[src/rtl/utf8_coded_number_decoder_top_defines.svh]
// Assertion macros used by u8cnd_core.
// U8CND_ASSERT checks a property outside reset, U8CND_ASSERT_ALWAYS checks it at every edge.
`ifndef UTF8_CODED_NUMBER_DECODER_TOP_DEFINES_SVH
`define UTF8_CODED_NUMBER_DECODER_TOP_DEFINES_SVH
`ifndef SYNTH
`define U8CND_ASSERT(lbl, prop, msg) \
  lbl: assert property (@(posedge clk) disable iff (rst) prop) else $error(msg);
`define U8CND_ASSERT_ALWAYS(lbl, prop, msg) \
  lbl: assert property (@(posedge clk) prop) else $error(msg);
`else
`define U8CND_ASSERT(lbl, prop, msg)
`define U8CND_ASSERT_ALWAYS(lbl, prop, msg)
`endif
`endif

[src/rtl/u8cnd_pkg.sv]
`default_nettype none

package u8cnd_pkg;

  localparam int BYTE_W  = 8;
  localparam int VALUE_W = 36;
  localparam int REM_W   = 3;
  localparam int DIGIT_W = 6;

  // Continuation byte tag in bits 7:6
  localparam logic [1:0] CONT_TAG = 2'b10;
  // Lead count meaning "no clear bit found"
  localparam logic [REM_W-1:0] LEAD_BAD  = 3'd0;
  // Six continuations, only legal in wide mode
  localparam logic [REM_W-1:0] LEAD_WIDE = 3'd6;
  localparam logic [REM_W-1:0] REM_IDLE  = 3'd0;
  localparam logic [REM_W-1:0] REM_LAST  = 3'd1;

  localparam logic [VALUE_W-1:0] VALUE_ERR = {VALUE_W{1'b1}};

  // APB register index
  localparam logic REG_WIDE_MODE = 1'b0;

  typedef struct packed {
    logic [VALUE_W-1:0] value;
    logic               invalid;
  } result_t;

  // Continuation count from the low six bits of a lead byte
  function automatic logic [REM_W-1:0] lead_count(input logic [DIGIT_W-1:0] low);
    logic [REM_W-1:0] k;
    priority if (!low[5]) k = 3'd1;
    else if (!low[4])     k = 3'd2;
    else if (!low[3])     k = 3'd3;
    else if (!low[2])     k = 3'd4;
    else if (!low[1])     k = 3'd5;
    else if (!low[0])     k = 3'd6;
    else                  k = LEAD_BAD;
    return k;
  endfunction

endpackage

`default_nettype wire

[src/rtl/u8cnd_core.sv]
`default_nettype none
`include "utf8_coded_number_decoder_top_defines.svh"

module u8cnd_core
  import u8cnd_pkg::*;
(
  input  wire logic              clk,
  input  wire logic              rst,
  input  wire logic              in_valid,
  output logic                   in_ready,
  input  wire logic [BYTE_W-1:0] in_byte,
  input  wire logic              wide_mode,
  input  wire logic              res_ready,
  output logic                   res_valid,
  output result_t                res
);

  logic              in_valid_r;
  logic [BYTE_W-1:0] in_byte_r;
  logic [REM_W-1:0]  rem, rem_next;
  logic [VALUE_W-1:0] acc, acc_next;
  logic              advance;
  logic              emit;
  logic [REM_W-1:0]  k;
  logic [VALUE_W-1:0] acc_shift;

  assign advance  = in_valid_r && res_ready;
  assign in_ready = !in_valid_r || res_ready;

  // Input register
  always_ff @(posedge clk) begin
    if (rst) begin
      in_valid_r <= 1'b0;
    end else if (in_ready) begin
      in_valid_r <= in_valid;
    end
    if (in_ready && in_valid) begin
      in_byte_r <= in_byte;
    end
  end

  assign k         = lead_count(in_byte_r[DIGIT_W-1:0]);
  assign acc_shift = {acc[VALUE_W-DIGIT_W-1:0], in_byte_r[DIGIT_W-1:0]};

  // Decode one byte against the sequence state
  always_comb begin
    rem_next    = rem;
    acc_next    = acc;
    emit        = 1'b0;
    res.value   = VALUE_ERR;
    res.invalid = 1'b1;
    if (rem == REM_IDLE) begin
      if (!in_byte_r[7]) begin
        emit        = 1'b1;
        res.value   = VALUE_W'(in_byte_r);
        res.invalid = 1'b0;
      end else if (k == LEAD_BAD || (k == LEAD_WIDE && !wide_mode)) begin
        emit = 1'b1;
      end else begin
        rem_next = k;
        acc_next = VALUE_W'(in_byte_r[DIGIT_W-1:0] & (6'h3F >> k));
      end
    end else if (in_byte_r[7:6] != CONT_TAG) begin
      // bad continuation drops the sequence
      emit     = 1'b1;
      rem_next = REM_IDLE;
    end else begin
      rem_next = rem - REM_LAST;
      acc_next = acc_shift;
      if (rem == REM_LAST) begin
        emit        = 1'b1;
        res.value   = acc_shift;
        res.invalid = 1'b0;
      end
    end
  end

  assign res_valid = advance && emit;

  // Sequence state
  always_ff @(posedge clk) begin
    if (rst) begin
      rem <= REM_IDLE;
    end else if (advance) begin
      rem <= rem_next;
    end
    if (advance) begin
      acc <= acc_next;
    end
  end

  `U8CND_ASSERT_ALWAYS(a_reset_idle, rst |=> (rem == REM_IDLE) && !in_valid_r, "not idle after reset")
  `U8CND_ASSERT(a_error_idle, res_valid && res.invalid |=> rem == REM_IDLE, "error left sequence open")
  `U8CND_ASSERT(a_rem_range, rem <= LEAD_WIDE, "continuation count out of range")

endmodule

`default_nettype wire

[src/rtl/u8cnd_out_reg.sv]
`default_nettype none

module u8cnd_out_reg
  import u8cnd_pkg::*;
(
  input  wire logic    clk,
  input  wire logic    rst,
  input  wire logic    res_valid,
  input  wire result_t res,
  output logic         res_ready,
  output logic         out_valid,
  input  wire logic    out_ready,
  output result_t      out
);

  // Register accepts a new result when empty or being drained
  assign res_ready = !out_valid || out_ready;

  always_ff @(posedge clk) begin
    if (rst) begin
      out_valid <= 1'b0;
    end else if (res_ready) begin
      out_valid <= res_valid;
    end
    if (res_ready && res_valid) begin
      out <= res;
    end
  end

endmodule

`default_nettype wire

[src/rtl/utf8_coded_number_decoder_top.sv]
// Decoder for the variable-length UTF-8 style coded number found in FLAC frame headers.
// Bytes enter on the s_ stream one per transaction; each completed number, or an error for a
// malformed lead or continuation byte, leaves on the m_ stream as one transaction, with the
// value all ones when invalid. One byte is taken every cycle unless the result register is
// held; an accepted byte lands in the input register, is decoded combinationally against the
// sequence state and lands in the result register that drives m_ once that register can
// take it. With the result register held, one more byte fits before s_tready drops.
// wide_mode (APB address 0, reset 1) enables the six-continuation leads 0xFE and 0xBE and is
// sampled at each lead byte; write it only idle.
`default_nettype none

module utf8_coded_number_decoder_top
  import u8cnd_pkg::*;
(
  input  wire logic        clk,
  input  wire logic        rst,
  // APB configuration
  input  wire logic        psel,
  input  wire logic        penable,
  input  wire logic        pwrite,
  input  wire logic [2:0]  paddr,
  input  wire logic [31:0] pwdata,
  output logic [31:0]      prdata,
  output logic             pready,
  // byte stream in
  input  wire logic        s_tvalid,
  output logic             s_tready,
  input  wire logic [7:0]  s_tdata,   // [7:0] in_byte
  // result stream out
  output logic             m_tvalid,
  input  wire logic        m_tready,
  output logic [39:0]      m_tdata,   // [35:0] value, [39:36] zero
  output logic [0:0]       m_tuser    // [0] invalid
);

  logic    wide_mode;
  logic    res_valid;
  logic    res_ready;
  result_t res;
  result_t out;

  // Configuration register
  assign pready = 1'b1;
  always_ff @(posedge clk) begin
    if (rst) begin
      wide_mode <= 1'b1;
    end else if (psel && penable && pwrite && pready && paddr[2] == REG_WIDE_MODE) begin
      wide_mode <= pwdata[0];
    end
  end

  always_comb begin
    prdata = '0;
    if (paddr[2] == REG_WIDE_MODE) begin
      prdata[0] = wide_mode;
    end
  end

  u8cnd_core u_core (
    .clk       (clk),
    .rst       (rst),
    .in_valid  (s_tvalid),
    .in_ready  (s_tready),
    .in_byte   (s_tdata),
    .wide_mode (wide_mode),
    .res_ready (res_ready),
    .res_valid (res_valid),
    .res       (res)
  );

  u8cnd_out_reg u_out_reg (
    .clk       (clk),
    .rst       (rst),
    .res_valid (res_valid),
    .res       (res),
    .res_ready (res_ready),
    .out_valid (m_tvalid),
    .out_ready (m_tready),
    .out       (out)
  );

  assign m_tdata = {4'b0000, out.value};
  assign m_tuser = out.invalid;

endmodule

`default_nettype wire

[config.mk]
export PLATFORM = sky130hd
export DESIGN_NAME = utf8_coded_number_decoder_top
export DESIGN_NICKNAME = d
export VERILOG_FILES = /design/src/rtl/u8cnd_pkg.sv /design/src/rtl/u8cnd_core.sv /design/src/rtl/u8cnd_out_reg.sv /design/src/rtl/utf8_coded_number_decoder_top.sv
export VERILOG_INCLUDE_DIRS = /design/src /design/src/rtl
export SDC_FILE = /design/constraint.sdc
export NUM_CORES = 1
export LEC_CHECK = 0
export ABC_CLOCK_PERIOD_IN_PS = 9000
export CORE_ASPECT_RATIO = 0.9
export CORE_UTILIZATION = 50
export CTS_CLUSTER_SIZE = 25
export DETAILED_ROUTE_END_ITERATION = 7
export DONT_BUFFER_PORTS = 1
export PLACE_DENSITY = 0.74
export SETUP_SLACK_MARGIN = 0.1
export SLEW_MARGIN = 20
export SYNTH_ARGS = -nofsm -noshare
export SYNTH_HDL_FRONTEND = slang
export SYNTH_HIERARCHICAL = 1
export SYNTH_SLANG_ARGS = --single-unit
[constraint.sdc]
create_clock -name clk -period 9 [get_ports clk]
set_input_delay 0.9 -clock clk [delete_from_list [all_inputs] [get_ports clk]]
set_output_delay 0.9 -clock clk [all_outputs]
set_load 0.03 [all_outputs]
* Yosys cells after proc, flatten, opt, wreduce, memory -nomap -nowiden
Index checks and enable logic that the tools add are counted.
Cells by class: reductions and logical operators 18, equality and inequality tests 6, muxes and demuxes 24, shift operators 1, add/sub/neg operators 1, bitwise gates (word level) 2
Operator list (number):
- 2-to-1 mux 37 bit | 4
- 2-to-1 mux 30 bit | 4
- AND 6 x 30 -> 30 bit | 1
- 2-to-1 mux 3 bit | 10
- right shift 6 x 3 -> 30 bit, first input constant | 1
- logical AND 1 bit | 8
- zero test 3 bit | 2
- 2-to-1 mux 1 bit | 6
- != test 2 x 1 -> 1 bit, second input constant | 2
- != test 2 bit, second input constant | 2
- AND reduction 4 bit | 1
- == test 3 x 1 -> 1 bit, second input constant | 1
- == test 3 bit, second input constant | 1
- zero test 1 bit | 3
- logical OR 1 bit | 3
- AND reduction 3 bit | 1
- subtractor 3 x 1 -> 3 bit, second input constant | 1
- NOT 1 bit | 1
Word-level totals: logic and storage cells 60, input port bits 50, output and inout port bits 76, register bits 81

* Longest topological paths before layout
depth after elaboration 14, mapped depth 8, mapped depth without buffers 7

* By module
The synthesis kept the hierarchy.
By module, submodules not included:
- u8cnd_core | instances 1, sequential area each 1221.2 um2, area each 2019.4 um2, cells an instance 174
- u8cnd_out_reg | instances 1, sequential area each 1131.1 um2, area each 1166.1 um2, cells an instance 42
- utf8_coded_number_decoder_top | instances 1, sequential area each 20.0 um2, area each 345.3 um2, cells an instance 44

* Worst setup path after synthesis
Ideal clock, no wire load.
path kind input-to-reg, start point in m_tready, end point reg u_core.acc[0] (enable), slack 4.810 ns, path buffers 0, library setup time 0.463 ns, stages on the path 5, arrival time 3.727 ns, path through nand2b_4 > nand3_1 > a31oi_1 > or2_2 > a21boi_0
Between the ends: word-level cells in the longest chain between the ends 3
Ends and longest elaborated chain:
- start, declared | RTL line utf8_coded_number_decoder_top.sv:31 | input wire logic m_tready,
- logical OR 1 bit | RTL line u8cnd_out_reg.sv:17 | assign res_ready = !out_valid || out_ready;
- logical AND 1 bit | RTL line u8cnd_core.sv:27 | assign advance = in_valid_r && res_ready;
- AND reduction 4 bit (no source line)
- end signal, assigned | RTL line u8cnd_core.sv:88 | acc <= acc_next;
- end, declared | RTL line u8cnd_core.sv:21 | logic [VALUE_W-1:0] acc, acc_next;
Every way passes these cells. A chain may end at the register's enable or synchronous reset.

* Worst setup path after layout
start point reg u_core.rem[0], end point reg u_out_reg/out[8] (netlist name)
Between the ends: word-level cells in the longest chain between the ends 6, elaborated cells between the ends (all ways) 7, those cells by class eq/ne: 1; mux: 3; reduce/logical: 3
Ends and longest elaborated chain:
- start, declared | RTL line u8cnd_core.sv:20 | logic [REM_W-1:0] rem, rem_next;
- start signal, assigned | RTL line u8cnd_core.sv:85 | rem <= rem_next;
- == test 3 x 1 -> 1 bit | RTL line u8cnd_core.sv:70 | if (rem == REM_LAST) begin
- 2-to-1 mux 1 bit | RTL line u8cnd_core.sv:70
- 2-to-1 mux 1 bit | RTL line u8cnd_core.sv:63 | end else if (in_byte_r[7:6] != CONT_TAG) begin
- 2-to-1 mux 1 bit * | RTL line u8cnd_core.sv:52 | if (rem == REM_IDLE) begin
- logical AND 1 bit * | RTL line u8cnd_core.sv:78 | assign res_valid = advance && emit;
- named net res_valid | RTL line utf8_coded_number_decoder_top.sv:37 | logic res_valid;
- logical AND 1 bit * | RTL line u8cnd_out_reg.sv:25 | if (res_ready && res_valid) begin
The timed path passes the listed nets; every way through them passes the cells marked *.

==> out/results.txt <==
num rows: 28
Layout area overhead: 4.15%
Total Power: 0.000827 W
first drt pass iteration count: 4
total CTS buffers: 9
Critical Path Start: u_core/rem[0]
synth unique cells: 39
Setup Skew: 10.4 ps
hold depth: 2
WP data arrival: 2910 ps
cts hold-fix bufs: 0
commonest cells after routing, fill and taps aside: edfxtp_1 (75), conb_1 (36), and2_1 (29), nand2b_1 (26), nand2_1 (18)
vias in the first global route: 1,565
drt initial violations: 125
drt via density: 4.83
worst path buffer plus inverter count: 1
global route overflow: 0
setup slack, reg-to-reg: 6080 ps
ant diodes: 0
Die X: 90.6 um
gpl congestion: 0.766
Synth Cell Area: 3530 sq um
CP max FO: 37
Post-Syn Instances: 260
vias post-DR: 1,718
RSZ-0062 raised after global routing: no
fmax: 0.343 GHz
final core utilization: 55.0%
GR Util All Layers: 14.6%
LEAKAGE: 1.32 nW
Non-Filler Cell Area, Final: 3680 sq um
Slew Limit Fails: 0
WP data required: 8990 ps
Clock Tree Buf Depth: 2
die area: 7400 sq um
PortBufs: 0
fillers: 550
Slew @ Worst Pin: 988 ps
Placement Cell Area: 3480 sq um
CTS tree: yes
Worst-Skew Late Latency: 350 ps
Worst path top cell family by delay: simple AND/OR/NAND/NOR gates
fin crit period: 2920 ps
RR Startpoint: u_core/rem[0]
Routed WL per cell: 14.1 um
Hold Vio Cnt, Final: 0
Detail Route Antenna Nets: 0
final setup vio count: 0
Ys Warns: 6
first-pass GRT wire length: 7.88 mm
Yosys reg bits: 81
WHS Endpoint: u_out_reg/out[32]
Synth Flop Type: edfxtp_1
RR Endpoint: u_out_reg/out[8]
core area: 6690 sq um
initial antenna violation count: 0
maximum vdd drop: 0.132 mV
CTS Sinks: 81
WS Path Type: reg -> reg
Critical Path Source Type: flip-flop
post-CTS sizing: 0
largest stage delay on the critical path: 810 ps
R2R cell count: 6
I/O Pins: 126
Initial Util: 52.8%
DRT Wirelength: 5.02 mm
status: finished, final reports clean
Die H: 81.7 um
EDFF count, synth: 75
Residual DRC: 0
Clock Pin Slew Worst Setup and Hold Paths: 80 ps
Hold/Removal Path Class: reg -> reg
post-CTS setup buffers: 0
H-tree Lvls: 3
Syn Area/Cell: 13.6 sq um
Tcrit/Tclk final: 32.4%
Hold Crit Start: u_core/acc[25]
clock root cell: clkbuf_8
fin nets: 314
Crit-path slowest cell: or2b_1
Min Hold Slack: 524 ps
# Max-Cap Violations: 0
post-DP HPWL: 3.08 mm
Pwr Density: 225 nW/um^2
Worst Setup End Kind: flip-flop
largest net degree at the start of global routing: 38
setup TNS: 0 ps
Synth async-reset ratio: 0%
sequential fraction of the synthesis area: 67.2%
share of layout cells above drive strength 1: 9.02%
commonest non-fill, non-tap cell in the layout: edfxtp_1
crit path cell chain: inv_1, ha_1, or2b_1, o21ai_0, a31oi_1, and2_4
Worst slew margin: 34.0%
==> sequential cells by signal, summed over array words and instances, names as in the netlist <==
| register | count |
|---|---|
| u_out_reg/out_valid | 1 |
| u_out_reg/out | 37 |
| u_core/rem | 3 |
| u_core/in_valid_r | 1 |
| wide_mode | 1 |
| u_core/in_byte_r | 8 |
| u_core/acc | 30 |
==> worst reg2reg max path, stage by stage, from the launching register on <==
cell	delay [ps]
dfxtp_1	390
inv_1	90
ha_1	240
or2b_1	810
o21ai_0	220
a31oi_1	260
and2_4	520
==> power by group <==
group	total, W	leakage [nW]	internal, W	switching [W]
Sequential	0.000471	0.740	0.000445	0.0000260
Clock	0.000265	0.0954	0.000130	0.000134
Combinational	0.0000912	0.485	0.0000262	0.0000649
==> layer usage <==
metal  part of all wire (%)  global-route usage [%]  up-vias  routed length [um]
met2                     47                    23.9       68                2340
met3                    7.5                    7.13        7                 374
li1                       -                       -      833                   -
met1                     45                    17.4      810                2250
met5                      0                       0        -                   0
met4                   0.96                    3.87        0                  48
==> stage by stage <==
stage	std cells	setup WS, ps
after floorplan	294	4810
after global placement	340	6110
after detailed placement	340	6070
after CTS	356	6050
after global routing	356	5750
final	356	6080
==> cells in the mapped netlist, types with 2 or more instances <==
cell	number	area (sq um)
nand2b_1	26	163
and2_1	29	181
inv_1	7	26.3
o21ai_0	3	15.0
o211ai_1	2	15.0
nand2_1	18	67.6
a21oi_1	4	20.0
nor2_1	5	18.8
buf_4	37	278
buf_2	2	10.0
ha_1	3	37.5
nand2b_4	2	27.5
or2b_1	5	37.5
edfxtp_1	75	2250
a31oi_1	2	12.5
dfxtp_1	6	120
conb_1	2	7.51
nand3_1	2	10.0
clkbuf_1	5	18.8
nor3_1	3	15.0
nand4_1	2	12.5
nor2b_1	3	18.8
==> cell type report <==
class	instances	area (sq um)	area share, %
sequential	81	2370	64.5
tap	90	113	3.06
clock inverter	7	77.6	2.11
inverter	7	26.3	0.715
multi-input combinational	162	965	26.2
clock buffer	9	124	3.37
==> worst max-delay path by stage <==
stage	to	slack, ps	cells after the start
2_1_floorplan	u_core/acc[0]	4810	5
3_3_place_gp	u_out_reg/out[12]	6110	6
3_5_place_dp	u_out_reg/out[26]	6070	6
4_1_cts	u_out_reg/out[20]	6050	6
5_1_grt	u_out_reg/out[8]	5750	6
6_report	u_out_reg/out[8]	6080	6
==> logic make-up after synthesis <==
group                    count (synthesis)  synth area share, %
AO/OA/AOI/OAI                           18                 3.69
adder cells (fa/ha/maj)                  3                 1.06
multiplexers                             1                0.283
buffers and inverters                   51                 9.43
flip-flops                              81                 67.2
other                                    2                0.213
AND/OR/NAND/NOR                        104                 18.1
(Power assumes the default switching activity.)
